File: src/rtl/ffsa_pkg.sv
`default_nettype none
package ffsa_pkg;

    typedef enum logic [2:0] {
        CMD_APPEND   = 3'd0,
        CMD_FREE     = 3'd1,
        CMD_COALESCE = 3'd2,
        CMD_FIT      = 3'd3,
        CMD_READ     = 3'd4
    } t_cmd;

    typedef enum logic [1:0] {
        ST_OK    = 2'd0,
        ST_FULL  = 2'd1,
        ST_NOFIT = 2'd2,
        ST_RANGE = 2'd3
    } t_status;

    typedef enum logic [2:0] {
        S_IDLE,
        S_SCAN,
        S_SHIFT,
        S_SPLIT_LO,
        S_SPLIT_HI,
        S_READ,
        S_FIN
    } t_state;

    typedef struct packed {
        logic [2:0]  cmd;
        logic [15:0] amount;
        logic [3:0]  entry_index;
    } t_in_item;

    typedef struct packed {
        logic [1:0]  status;
        logic [15:0] entry_size;
        logic        entry_is_hole;
        logic [4:0]  segment_count;
        logic [19:0] free_total;
    } t_out_item;

endpackage
`default_nettype wire

File: src/rtl/first_fit_segment_allocator_top.sv
// first-fit segment allocator
// keeps an ordered table of segments (size plus hole flag) in a single-port-write,
// single-port-read synchronous ram; count and total hole size live in registers
// input channel: i_in_valid / o_in_stall carry one command (append, free by size,
// coalesce, first fit, read entry); a transfer happens when valid is high and
// stall is low
// output channel: o_out_valid / i_out_stall carry exactly one result per command
// free and coalesce walk the whole table; first fit stops at the first hole that fits,
// turns it into a process entry on an exact fit, and otherwise shifts the tail up one
// entry and writes the two split halves when the table is not full
// one command is in work at a time: the ram read port walks the table one entry
// per cycle; the next command is taken the cycle after the result register loads
// the result sits in an output register, so a stalled receiver only holds the
// next command's completion, never the current result
// reset clears the count, the hole total and the control state; the ram is not
// cleared, entries at or beyond the count are never read
`default_nettype none
module first_fit_segment_allocator_top
    import ffsa_pkg::*;
#(
    parameter int MAX_SEGMENTS = 16,
    parameter int SIZE_BITS    = 16
) (
    input  wire logic      i_clk,
    input  wire logic      i_rst_n,
    input  wire logic      i_in_valid,
    output logic           o_in_stall,
    input  wire t_in_item  i_in_data,
    output logic           o_out_valid,
    input  wire logic      i_out_stall,
    output t_out_item      o_out_data
);

    localparam int ADDR_W = $clog2(MAX_SEGMENTS);
    localparam int CNT_W  = $clog2(MAX_SEGMENTS + 1);
    localparam int FREE_W = SIZE_BITS + $clog2(MAX_SEGMENTS) + 1;
    localparam int WORD_W = SIZE_BITS + 1;

    // control state
    t_state r_state, n_state;
    logic [CNT_W-1:0]  r_count;
    logic [FREE_W-1:0] r_free;
    logic [CNT_W-1:0]  r_rd;      // next address to read
    logic [CNT_W-1:0]  r_wr;      // coalesce write pointer
    logic              r_vld_d;   // ram data valid this cycle
    logic              r_out_vld;

    // payload
    logic [2:0]           r_cmd;
    logic [SIZE_BITS-1:0] r_amt;
    logic [ADDR_W-1:0]    r_addr_d;  // address of the data now on the ram output
    logic [ADDR_W-1:0]    r_pos;     // position of the split hole
    logic [SIZE_BITS-1:0] r_rest;
    logic [SIZE_BITS-1:0] r_last_size;
    logic                 r_last_hole;
    t_status              r_status;
    logic [SIZE_BITS-1:0] r_esize;
    logic                 r_ehole;
    t_out_item            r_out;

    // ram port
    logic              mem_we, mem_re;
    logic [ADDR_W-1:0] mem_waddr, mem_raddr;
    logic [WORD_W-1:0] mem_wdata, mem_rdata;

    ffsa_ram #(
        .DEPTH (MAX_SEGMENTS),
        .WIDTH (WORD_W)
    ) u_ram (
        .i_clk   (i_clk),
        .i_we    (mem_we),
        .i_waddr (mem_waddr),
        .i_wdata (mem_wdata),
        .i_re    (mem_re),
        .i_raddr (mem_raddr),
        .o_rdata (mem_rdata)
    );

    logic                 in_xfer, out_xfer;
    logic                 full;
    logic                 rd_hole;
    logic [SIZE_BITS-1:0] rd_size;
    logic [SIZE_BITS:0]   merge_sum;
    logic                 merge;
    logic                 fit_hit;
    logic                 read_ok;
    logic                 issue;
    logic                 scan_end;
    logic                 shift_end;
    logic                 slot_free;

    assign in_xfer   = i_in_valid && !o_in_stall;
    assign out_xfer  = r_out_vld && !i_out_stall;
    assign o_in_stall = (r_state != S_IDLE);
    assign full      = (r_count == CNT_W'(MAX_SEGMENTS));
    assign rd_hole   = mem_rdata[SIZE_BITS];
    assign rd_size   = mem_rdata[SIZE_BITS-1:0];
    assign merge_sum = {1'b0, r_last_size} + {1'b0, rd_size};
    // a hole only joins the previous run if the merged size still fits
    assign merge     = (r_wr != '0) && rd_hole && r_last_hole && !merge_sum[SIZE_BITS];
    // only the search looks for a hit, the tail shift reuses the read path
    assign fit_hit   = (r_state == S_SCAN) && r_vld_d && (r_cmd == CMD_FIT) && rd_hole
                     && (rd_size >= r_amt);
    assign read_ok   = (32'(i_in_data.entry_index) < 32'(r_count));
    assign issue     = (r_state == S_SCAN) ? ((r_rd < r_count) && !fit_hit)
                     : (r_state == S_SHIFT) ? (r_rd > CNT_W'(r_pos)) : 1'b0;
    assign scan_end  = (r_state == S_SCAN) && !issue && !r_vld_d;
    assign shift_end = (r_state == S_SHIFT) && !issue && !r_vld_d;
    assign slot_free = !r_out_vld || !i_out_stall;

    // next state
    always_comb begin
        n_state = r_state;
        case (r_state)
            S_IDLE: begin
                if (in_xfer) begin
                    case (i_in_data.cmd)
                        CMD_FREE, CMD_COALESCE, CMD_FIT: n_state = S_SCAN;
                        CMD_READ: n_state = read_ok ? S_READ : S_FIN;
                        default:  n_state = S_FIN;
                    endcase
                end
            end
            S_SCAN: begin
                if (fit_hit) begin
                    if (rd_size == r_amt || full) begin
                        n_state = S_FIN;
                    end else begin
                        n_state = S_SHIFT;
                    end
                end else if (scan_end) begin
                    n_state = S_FIN;
                end
            end
            S_SHIFT:    if (shift_end) n_state = S_SPLIT_LO;
            S_SPLIT_LO: n_state = S_SPLIT_HI;
            S_SPLIT_HI: n_state = S_FIN;
            S_READ:     n_state = S_FIN;
            S_FIN:      if (slot_free) n_state = S_IDLE;
            default:    n_state = S_IDLE;
        endcase
    end

    // ram control
    always_comb begin
        mem_we    = 1'b0;
        mem_waddr = '0;
        mem_wdata = '0;
        mem_re    = issue;
        mem_raddr = r_rd[ADDR_W-1:0];
        case (r_state)
            S_IDLE: begin
                if (in_xfer && i_in_data.cmd == CMD_APPEND && !full) begin
                    mem_we    = 1'b1;
                    mem_waddr = r_count[ADDR_W-1:0];
                    mem_wdata = {1'b0, SIZE_BITS'(i_in_data.amount)};
                end
                mem_re    = in_xfer && (i_in_data.cmd == CMD_READ) && read_ok;
                mem_raddr = ADDR_W'(i_in_data.entry_index);
            end
            S_SCAN: begin
                if (r_vld_d) begin
                    case (r_cmd)
                        CMD_FREE: begin
                            mem_we    = (rd_size == r_amt);
                            mem_waddr = r_addr_d;
                            mem_wdata = {1'b1, rd_size};
                        end
                        CMD_COALESCE: begin
                            mem_we = 1'b1;
                            if (merge) begin
                                mem_waddr = ADDR_W'(r_wr - 1'b1);
                                mem_wdata = {1'b1, merge_sum[SIZE_BITS-1:0]};
                            end else begin
                                mem_waddr = r_wr[ADDR_W-1:0];
                                mem_wdata = mem_rdata;
                            end
                        end
                        default: begin
                            // exact fit just turns the hole into a process
                            mem_we    = fit_hit && (rd_size == r_amt);
                            mem_waddr = r_addr_d;
                            mem_wdata = {1'b0, rd_size};
                        end
                    endcase
                end
            end
            S_SHIFT: begin
                mem_we    = r_vld_d;
                mem_waddr = r_addr_d + 1'b1;
                mem_wdata = mem_rdata;
            end
            S_SPLIT_LO: begin
                mem_we    = 1'b1;
                mem_waddr = r_pos;
                mem_wdata = {1'b0, r_amt};
            end
            S_SPLIT_HI: begin
                mem_we    = 1'b1;
                mem_waddr = r_pos + 1'b1;
                mem_wdata = {1'b1, r_rest};
            end
            default: ;
        endcase
    end

    // control registers
    always_ff @(posedge i_clk) begin
        if (!i_rst_n) begin
            r_state   <= S_IDLE;
            r_count   <= '0;
            r_free    <= '0;
            r_rd      <= '0;
            r_wr      <= '0;
            r_vld_d   <= 1'b0;
            r_out_vld <= 1'b0;
        end else begin
            r_state <= n_state;
            r_vld_d <= issue;
            if (out_xfer) begin
                r_out_vld <= 1'b0;
            end
            if (r_state == S_FIN && slot_free) begin
                r_out_vld <= 1'b1;
            end
            if (issue) begin
                r_rd <= (r_state == S_SHIFT) ? r_rd - 1'b1 : r_rd + 1'b1;
            end
            case (r_state)
                S_IDLE: begin
                    r_rd <= '0;
                    r_wr <= '0;
                    if (in_xfer && i_in_data.cmd == CMD_APPEND && !full) begin
                        r_count <= r_count + 1'b1;
                    end
                end
                S_SCAN: begin
                    if (r_vld_d) begin
                        case (r_cmd)
                            CMD_FREE: begin
                                if (rd_size == r_amt && !rd_hole) begin
                                    r_free <= r_free + FREE_W'(rd_size);
                                end
                            end
                            CMD_COALESCE: begin
                                if (!merge) r_wr <= r_wr + 1'b1;
                            end
                            default: begin
                                if (fit_hit) begin
                                    if (rd_size == r_amt) begin
                                        r_free <= r_free - FREE_W'(r_amt);
                                    end
                                    r_rd <= r_count - 1'b1;
                                end
                            end
                        endcase
                    end
                    if (scan_end && r_cmd == CMD_COALESCE) begin
                        r_count <= r_wr;
                    end
                end
                S_SPLIT_HI: begin
                    r_count <= r_count + 1'b1;
                    r_free  <= r_free - FREE_W'(r_amt);
                end
                default: ;
            endcase
        end
    end

    // payload registers
    always_ff @(posedge i_clk) begin
        r_addr_d <= mem_raddr;
        if (in_xfer) begin
            r_cmd    <= i_in_data.cmd;
            r_amt    <= SIZE_BITS'(i_in_data.amount);
            r_esize  <= '0;
            r_ehole  <= 1'b0;
            r_status <= ST_OK;
            if (i_in_data.cmd == CMD_APPEND && full) begin
                r_status <= ST_FULL;
            end
            if (i_in_data.cmd == CMD_READ && !read_ok) begin
                r_status <= ST_RANGE;
            end
        end
        if (r_state == S_SCAN && r_vld_d && r_cmd == CMD_COALESCE) begin
            r_last_hole <= rd_hole;
            r_last_size <= merge ? merge_sum[SIZE_BITS-1:0] : rd_size;
        end
        if (fit_hit) begin
            r_pos  <= r_addr_d;
            r_rest <= rd_size - r_amt;
            if (rd_size != r_amt && full) begin
                r_status <= ST_FULL;
            end
        end
        if (scan_end && r_cmd == CMD_FIT) begin
            r_status <= ST_NOFIT;
        end
        if (r_state == S_READ) begin
            r_esize <= rd_size;
            r_ehole <= rd_hole;
        end
        if (r_state == S_FIN && slot_free) begin
            r_out.status        <= r_status;
            r_out.entry_size    <= 16'(r_esize);
            r_out.entry_is_hole <= r_ehole;
            r_out.segment_count <= 5'(r_count);
            r_out.free_total    <= 20'(r_free);
        end
    end

    assign o_out_valid = r_out_vld;
    assign o_out_data  = r_out;

    // checks
    a_count_range: assert property (@(posedge i_clk) disable iff (!i_rst_n)
        r_count <= CNT_W'(MAX_SEGMENTS))
        else $error("segment count beyond table depth");

    a_split_grows: assert property (@(posedge i_clk) disable iff (!i_rst_n)
        (r_state == S_SPLIT_HI) |=> (r_count == $past(r_count) + 1'b1))
        else $error("split did not add one segment");

    a_busy_after_xfer: assert property (@(posedge i_clk) disable iff (!i_rst_n)
        in_xfer |=> o_in_stall)
        else $error("new command taken before result produced");

    a_result_held: assert property (@(posedge i_clk) disable iff (!i_rst_n)
        (r_out_vld && i_out_stall) |=> r_out_vld)
        else $error("stalled result dropped");

endmodule
`default_nettype wire

File: src/rtl/ffsa_ram.sv
`default_nettype none
module ffsa_ram #(
    parameter int DEPTH = 16,
    parameter int WIDTH = 17
) (
    input  wire logic                     i_clk,
    input  wire logic                     i_we,
    input  wire logic [$clog2(DEPTH)-1:0] i_waddr,
    input  wire logic [WIDTH-1:0]         i_wdata,
    input  wire logic                     i_re,
    input  wire logic [$clog2(DEPTH)-1:0] i_raddr,
    output logic      [WIDTH-1:0]         o_rdata
);

    logic [WIDTH-1:0] r_mem [DEPTH];
    logic [WIDTH-1:0] r_rdata;

    always_ff @(posedge i_clk) begin
        if (i_we) begin
            r_mem[i_waddr] <= i_wdata;
        end
        if (i_re) begin
            r_rdata <= r_mem[i_raddr];
        end
    end

    assign o_rdata = r_rdata;

endmodule
`default_nettype wire

File: config.mk
export PLATFORM = sky130hd
export DESIGN_NAME = first_fit_segment_allocator_top
export DESIGN_NICKNAME = d
export VERILOG_FILES = /design/src/rtl/ffsa_pkg.sv /design/src/rtl/first_fit_segment_allocator_top.sv /design/src/rtl/ffsa_ram.sv
export SDC_FILE = /design/constraint.sdc
export NUM_CORES = 1
export LEC_CHECK = 0
export ABC_AREA = 1
export BUFFER_PORTS_ARGS = -buffer_cell sky130_fd_sc_hd__buf_2
export CORE_ASPECT_RATIO = 0.75
export CORE_MARGIN = 4
export CORE_UTILIZATION = 55
export DETAILED_ROUTE_END_ITERATION = 12
export PLACE_DENSITY = 0.72
export REMOVE_ABC_BUFFERS = 1
export SYNTH_ARGS = -nofsm -noshare
export SYNTH_HDL_FRONTEND = slang
export SYNTH_SLANG_ARGS = --single-unit
File: constraint.sdc
create_clock -name i_clk -period 4.5 [get_ports i_clk]
set_clock_uncertainty 0.05 [all_clocks]
set_input_delay 0.9 -clock i_clk [delete_from_list [all_inputs] [get_ports i_clk]]
set_output_delay 0.9 -clock i_clk [all_outputs]
set_load 0.01 [all_outputs]
==> results.py, run 1 <==
metrics = {
    "outcome": {
        "status": "completed",
    },
    "timing": {
        "tightest_slew_ns": 1.025,
        "finalSetupViolations": 0,
        "period_needed_ns": 3.985,
        "grt_setup_unrepaired": "false",
        "whs_ns": 0.3644,
        "finalHoldViolCount": 0,
        "final.setup.tns_ns": 0,
        "relSlewSlack": 0.3149,
        "post-route-period-util": 0.8855,
        "drv_slew": 0,
        "fmax_ghz": 0.2509,
    },
    "synth": {
        "syn_avg_cell_area_um2": 10.04,
        "ys_seq_elements": 452,
        "yosysTopAreaCell": "edfxtp_1",
        "synth_area_leaders": "edfxtp_1 54%, nand2_1 6.8%, nor2_1 4.7%, ha_1 4.6%, dfxtp_1 4.1%",
        "synth-edff-count": 406,
        "async_flop_share": 0,
        "synth_cell_types": 59,
        "synth_commonest_cells": "408 x nand2_1, 406 x edfxtp_1, 282 x nor2_1",
        "synth_area_mm2": 0.02269,
        "synth_most_common_cell": "nand2_1",
        "synth_top_area_share": 0.5374,
        "ys_warn_count": 0,
        "ys_seq_area_frac": 0.5780,
        "synth-main-ff-cell": "edfxtp_1",
        "syn_inst": 2259,
    },
    "final_layout": {
        "n_fill_cell": 3351,
        "syn_to_final_growth_pct": 10.39,
        "diodes": 0,
        "layout.nets": 2449,
        "layout-drive-gt1-share": 0.1073,
    },
    "floorplanning": {
        "start_util": 0.5566,
        "dieArea_mm2": 0.04459,
        "ios": 73,
        "core_area_mm2": 0.04076,
        "num_rows": 64,
        "die_w_um": 242.5,
        "fp.dieH_um": 183.9,
    },
    "global_route": {
        "grt_pass1_vias": 16470,
        "grt_usage": 0.2894,
        "grt_max_degree": 137,
        "grt_pass1_wl_um": 99100,
        "grt-ovfl-total": 0,
        "antenna_found_initial": 1,
    },
    "worst_setup_path": {
        "cpMostUsedCell": "nand2_1",
        "crit_type": "reg -> reg",
        "crit_chain": "inv_1 > fa_1 > inv_1 > nand3_1 > nand2_1 > nand2_1 > nand2_1 > nand2_1 > nand2_2 > nand2_1 > buf_4 > inv_1 > o21ai_0 > o21ai_0 > nand3_1",
        "required_ns": 4.59,
        "end_kind": "flop",
        "crit_buf_inv": 4,
        "slowest_delay_ns": 0.48,
        "crit_arrival_ns": 4.07,
        "path_max_fanout": 20,
        "rr_worst_depth": 15,
        "cp_top_family": "simple AND/OR/NAND/NOR gates",
        "cp.depth": 15,
        "startpoint_type": "flop",
        "slowest_stage": "fa_1",
    },
    "detailed_routing": {
        "totalWireLength_um": 65750,
        "antenna_left": 0,
        "via_count": 17640,
        "wl_per_cell_um": 22.71,
        "avgViaCountPerCell": 6.094,
        "drt-initial-drc-count": 2324,
        "drc_errors": 0,
        "dr.pass1.iters": 5,
    },
    "clocking": {
        "cts.sinks": 452,
        "tritoncts": "done",
        "cts_resized": 0,
        "numCtsBuffers": 44,
        "h-tree-depth": 2,
        "cts_hold_buf": 0,
        "post-cts-setup-buffers": 0,
        "clk-insertion-delay-late_ns": 0.57,
        "cts_max_path_buffers": 3,
        "clkTransAtPathRegs_ns": 0.06,
        "cts_root_buffer": "clkbuf_16",
    },
    "pwr": {
        "powerDensity_mw_per_mm2": 751.8,
        "irDropWorstVdd_uv": 2241,
        "p_leak_nw": 9.760,
    },
    "placement": {
        "gp_congestion": 1.021,
        "numPortBuffers": 72,
        "dp_hpwl_um": 45340,
    },
    "worst_hold_path": {
        "hold_class": "reg -> reg",
        "whs_path_depth": 0,
    },
    "flow_run": {
        "max_cap_viol_count": 0,
    },
}
cell usage in the layout (no fill, tap or decap), drive strengths merged, types with 3 or more instances in the layout:
| master | n |
|---|---|
| nand3b | 3 |
| xnor2 | 17 |
| o22ai | 18 |
| nand4 | 23 |
| dfxtp | 46 |
| a21o | 8 |
| a221oi | 12 |
| nor2 | 289 |
| or2 | 5 |
| nand2 | 417 |
| a22oi | 3 |
| inv | 196 |
| o21ai | 234 |
| o2111ai | 5 |
| clkbuf | 57 |
| bufinv | 4 |
| o211ai | 21 |
| xor2 | 24 |
| o221ai | 54 |
| a21oi | 127 |
| buf | 111 |
| nor3 | 17 |
| fa | 5 |
| nand3 | 142 |
| o21a | 3 |
| ha | 84 |
| edfxtp | 406 |
| o21bai | 4 |
| clkinv | 18 |
report_power, final:
part	internal (mW)	switching [mW]	leakage (nW)
Sequential	5.79	0.428	4.10
Combinational	2.56	6.32	4.96
Clock	2.10	1.62	0.699
Total	10.5	8.37	9.76
state kept, by name (all words and copies together), names as in the netlist, 16 cells and up:
signal,count
o_out_data,44
r_amt,16
r_last_size,16
u_ram.r_mem,272
u_ram.o_rdata,17
r_esize,16
r_free,20
r_rest,16
routing by layer:
layer  share of wire  global-route usage
met3            0.11             0.05701
met1            0.46              0.4523
met5               0                   0
met4           0.020             0.06405
met2            0.42              0.4202
worst paths after layout:
check / startpoint / to / slack [ns]
setup / recovery: u_ram.o_rdata[1] / u_ram.r_mem[15][7] / 0.52
hold / removal: r_esize[2] / o_out_data[28] / 0.36
setup reg to reg: u_ram.o_rdata[1] / u_ram.r_mem[15][7] / 0.52
hold reg to reg: r_esize[2] / o_out_data[28] / 0.36
per-stage QoR:
stage	cell area [um2]	utilization	setup slack, ns	power, mW	cells
after global placement	23620	0.5795	0.7483	14.79	2815
after detailed placement	23620	0.5795	0.6276	14.97	2815
final	25040	0.6144	0.5151	18.83	2895
after floorplan	22190	-	-1.538	11.91	2176
after global routing	25040	0.6144	0.2205	19.93	2895
after CTS	25040	0.6144	0.6082	18.70	2895
cells by family after synthesis:
group | count (synthesis) | share of synthesized area
AO/OA/AOI/OAI | 500 | 0.1324
XOR/XNOR | 41 | 0.01583
flip-flops | 452 | 0.5780
adder cells (fa/ha/maj) | 89 | 0.05074
AND/OR/NAND/NOR | 899 | 0.1687
buffers and inverters | 278 | 0.05433
layout make-up:
type	instances	area, um2	area share
clock buffer	57	1181	0.04716
tap	528	660.6	0.02638
inverter	195	737.0	0.02943
clock inverter	23	242.7	0.009693
multi-input combinational	1529	8406	0.3356
sequential	452	13110	0.5236
timing repair buffer	111	703.2	0.02808
Power figures use the tool's default switching activity.
==> inputs of run 2 (changes only) <==
Settings changed: CORE_UTILIZATION 55 to 48, PLACE_DENSITY 0.72 to unset.
==> run 2 against run 1 <==
Net effect:
- routed wire length is 0.91% higher
- design area up 1.1%
- global-route usage is 3.3 points lower
- non-clock buffer count up 7
- sequential cell count unchanged
- register-to-register slack gained 0.21 ns
- clock power up 6.2%
- sequential power hardly changed
- combinational power grew 0.9%
==> results.py, run 2 (synthesized netlist as in run 1, its figures left out) <==
metrics = {
    "detailed_routing": {
        "totalWireLength_um": 66350,
        "antenna_left": 0,
        "via_count": 17460,
        "wl_per_cell_um": 22.06,
        "drc_errors": 0,
        "dr.pass1.iters": 6,
        "drt-initial-drc-count": 1855,
        "avgViaCountPerCell": 5.805,
    },
    "placement": {
        "dp_hpwl_um": 47180,
        "placed_cells": 2924,
        "placed_area_mm2": 0.02377,
        "numPortBuffers": 72,
        "gp_congestion": 0.9355,
    },
    "final_layout": {
        "layout-drive-gt1-share": 0.1127,
        "layout.nets": 2458,
        "syn_to_final_growth_pct": 11.59,
        "regMostFlops": "u_ram.r_mem",
        "final_cell_mix": "408 x nand2_1, 406 x edfxtp_1, 265 x nor2_1, 178 x inv_1, 178 x o21ai_0",
        "post-route-cell-area_mm2": 0.02531,
        "postLayoutCoreUtil": 0.5459,
        "final_common_cell": "nand2_1",
        "diodes": 0,
        "largest_reg_flops": 272,
        "final_cells": 3007,
    },
    "global_route": {
        "grt_pass1_vias": 16300,
        "grt_max_degree": 137,
        "gr-usage-met3": 0.06646,
        "grt_use_met2": 0.3577,
        "use_met1": 0.4019,
        "grt_pass1_wl_um": 100200,
        "grt_usage": 0.2564,
        "top_usage_layer": "met1",
        "grt-ovfl-total": 0,
        "antenna_found_initial": 0,
    },
    "floorplanning": {
        "fp.dieH_um": 196.3,
        "num_rows": 68,
        "die_w_um": 259.0,
        "core_area_mm2": 0.04637,
        "dieArea_mm2": 0.05084,
        "ios": 73,
        "start_util": 0.4892,
    },
    "clocking": {
        "post-cts-setup-buffers": 0,
        "cts_max_path_buffers": 3,
        "cts_resized": 0,
        "clkTransAtPathRegs_ns": 0.06,
        "numCtsBuffers": 46,
        "cts_hold_buf": 0,
        "h-tree-depth": 2,
        "cts.sinks": 452,
        "cts_root_buffer": "clkbuf_16",
        "tritoncts": "done",
        "clk-insertion-delay-late_ns": 0.59,
    },
    "worst_setup_path": {
        "startpoint_type": "flop",
        "crit_type": "reg -> reg",
        "end_kind": "flop",
        "crit_arrival_ns": 3.84,
        "path_max_fanout": 16,
        "required_ns": 4.57,
    },
    "timing": {
        "final.setup.tns_ns": 0,
        "relSlewSlack": 0.3265,
        "tightest_slew_ns": 1.010,
        "finalHoldViolCount": 0,
        "period_needed_ns": 3.771,
        "drv_slew": 0,
        "post-route-period-util": 0.8381,
        "fmax_ghz": 0.2651,
        "grt_setup_unrepaired": "false",
        "finalSetupViolations": 0,
    },
    "pwr": {
        "irDropWorstVdd_uv": 2181,
        "powerDensity_mw_per_mm2": 756.5,
        "p_leak_nw": 9.842,
    },
    "worst_hold_path": {
        "hold_class": "reg -> reg",
    },
    "flow_run": {
        "max_cap_viol_count": 0,
    },
    "outcome": {
        "status": "completed",
    },
}
## run 2: critical path: stages (launching register included)
cell,delay [ns]
edfxtp_1,0.42
inv_1,0.19
fa_1,0.48
inv_1,0.07
nand3_1,0.06
nand2_1,0.14
nand2_1,0.07
nand2_1,0.11
nand2_1,0.15
nand2_2,0.15
nand2_1,0.18
inv_1,0.35
o21ai_0,0.18
o21ai_0,0.21
nand3_1,0.48
## run 2: through the flow
| step | power [mW] | setup slack, ns | hold slack [ns] |
|---|---|---|---|
| 2_1_floorplan | 11.91 | -1.538 | 0.3503 |
| 3_3_place_gp | 15.03 | 0.9770 | 0.3536 |
| 3_5_place_dp | 15.13 | 0.7613 | 0.3545 |
| 4_1_cts | 19.12 | 0.7412 | 0.3682 |
| 5_1_grt | 20.34 | 0.3902 | 0.3705 |
| 6_report | 19.15 | 0.7285 | 0.3666 |
## run 2: power breakdown
group | internal, mW | switching [mW] | leakage, nW
Sequential | 5.79 | 0.432 | 4.10
Combinational | 2.59 | 6.39 | 4.99
Clock | 2.32 | 1.64 | 0.753
## run 2: area by class of cell
class                           instances  area, um2
Clock buffer                           53       1199
Clock inverter                         30      341.6
Fill cell                            4025      21060
Inverter                              195      737.0
Multi-Input combinational cell       1529       8406
Sequential cell                       452      13110
Tap cell                              630      788.3
Timing Repair Buffer                  118      730.7
## run 2: final timing paths
kind	from	end	slack [ns]	cells after the start
hold / removal	r_esize[10]	o_out_data[36]	0.37	0
hold reg to reg	r_esize[10]	o_out_data[36]	0.37	0
setup reg to reg	u_ram.o_rdata[1]	u_ram.r_mem[13][6]	0.73	14
setup / recovery	u_ram.o_rdata[1]	u_ram.r_mem[13][6]	0.73	14
## run 2: per-layer routing
layer,vias to the layer above,part of all wire
li1,8175,-
met1,8474,0.47
met5,-,0
met3,72,0.099
met4,0,0.015
met2,736,0.41
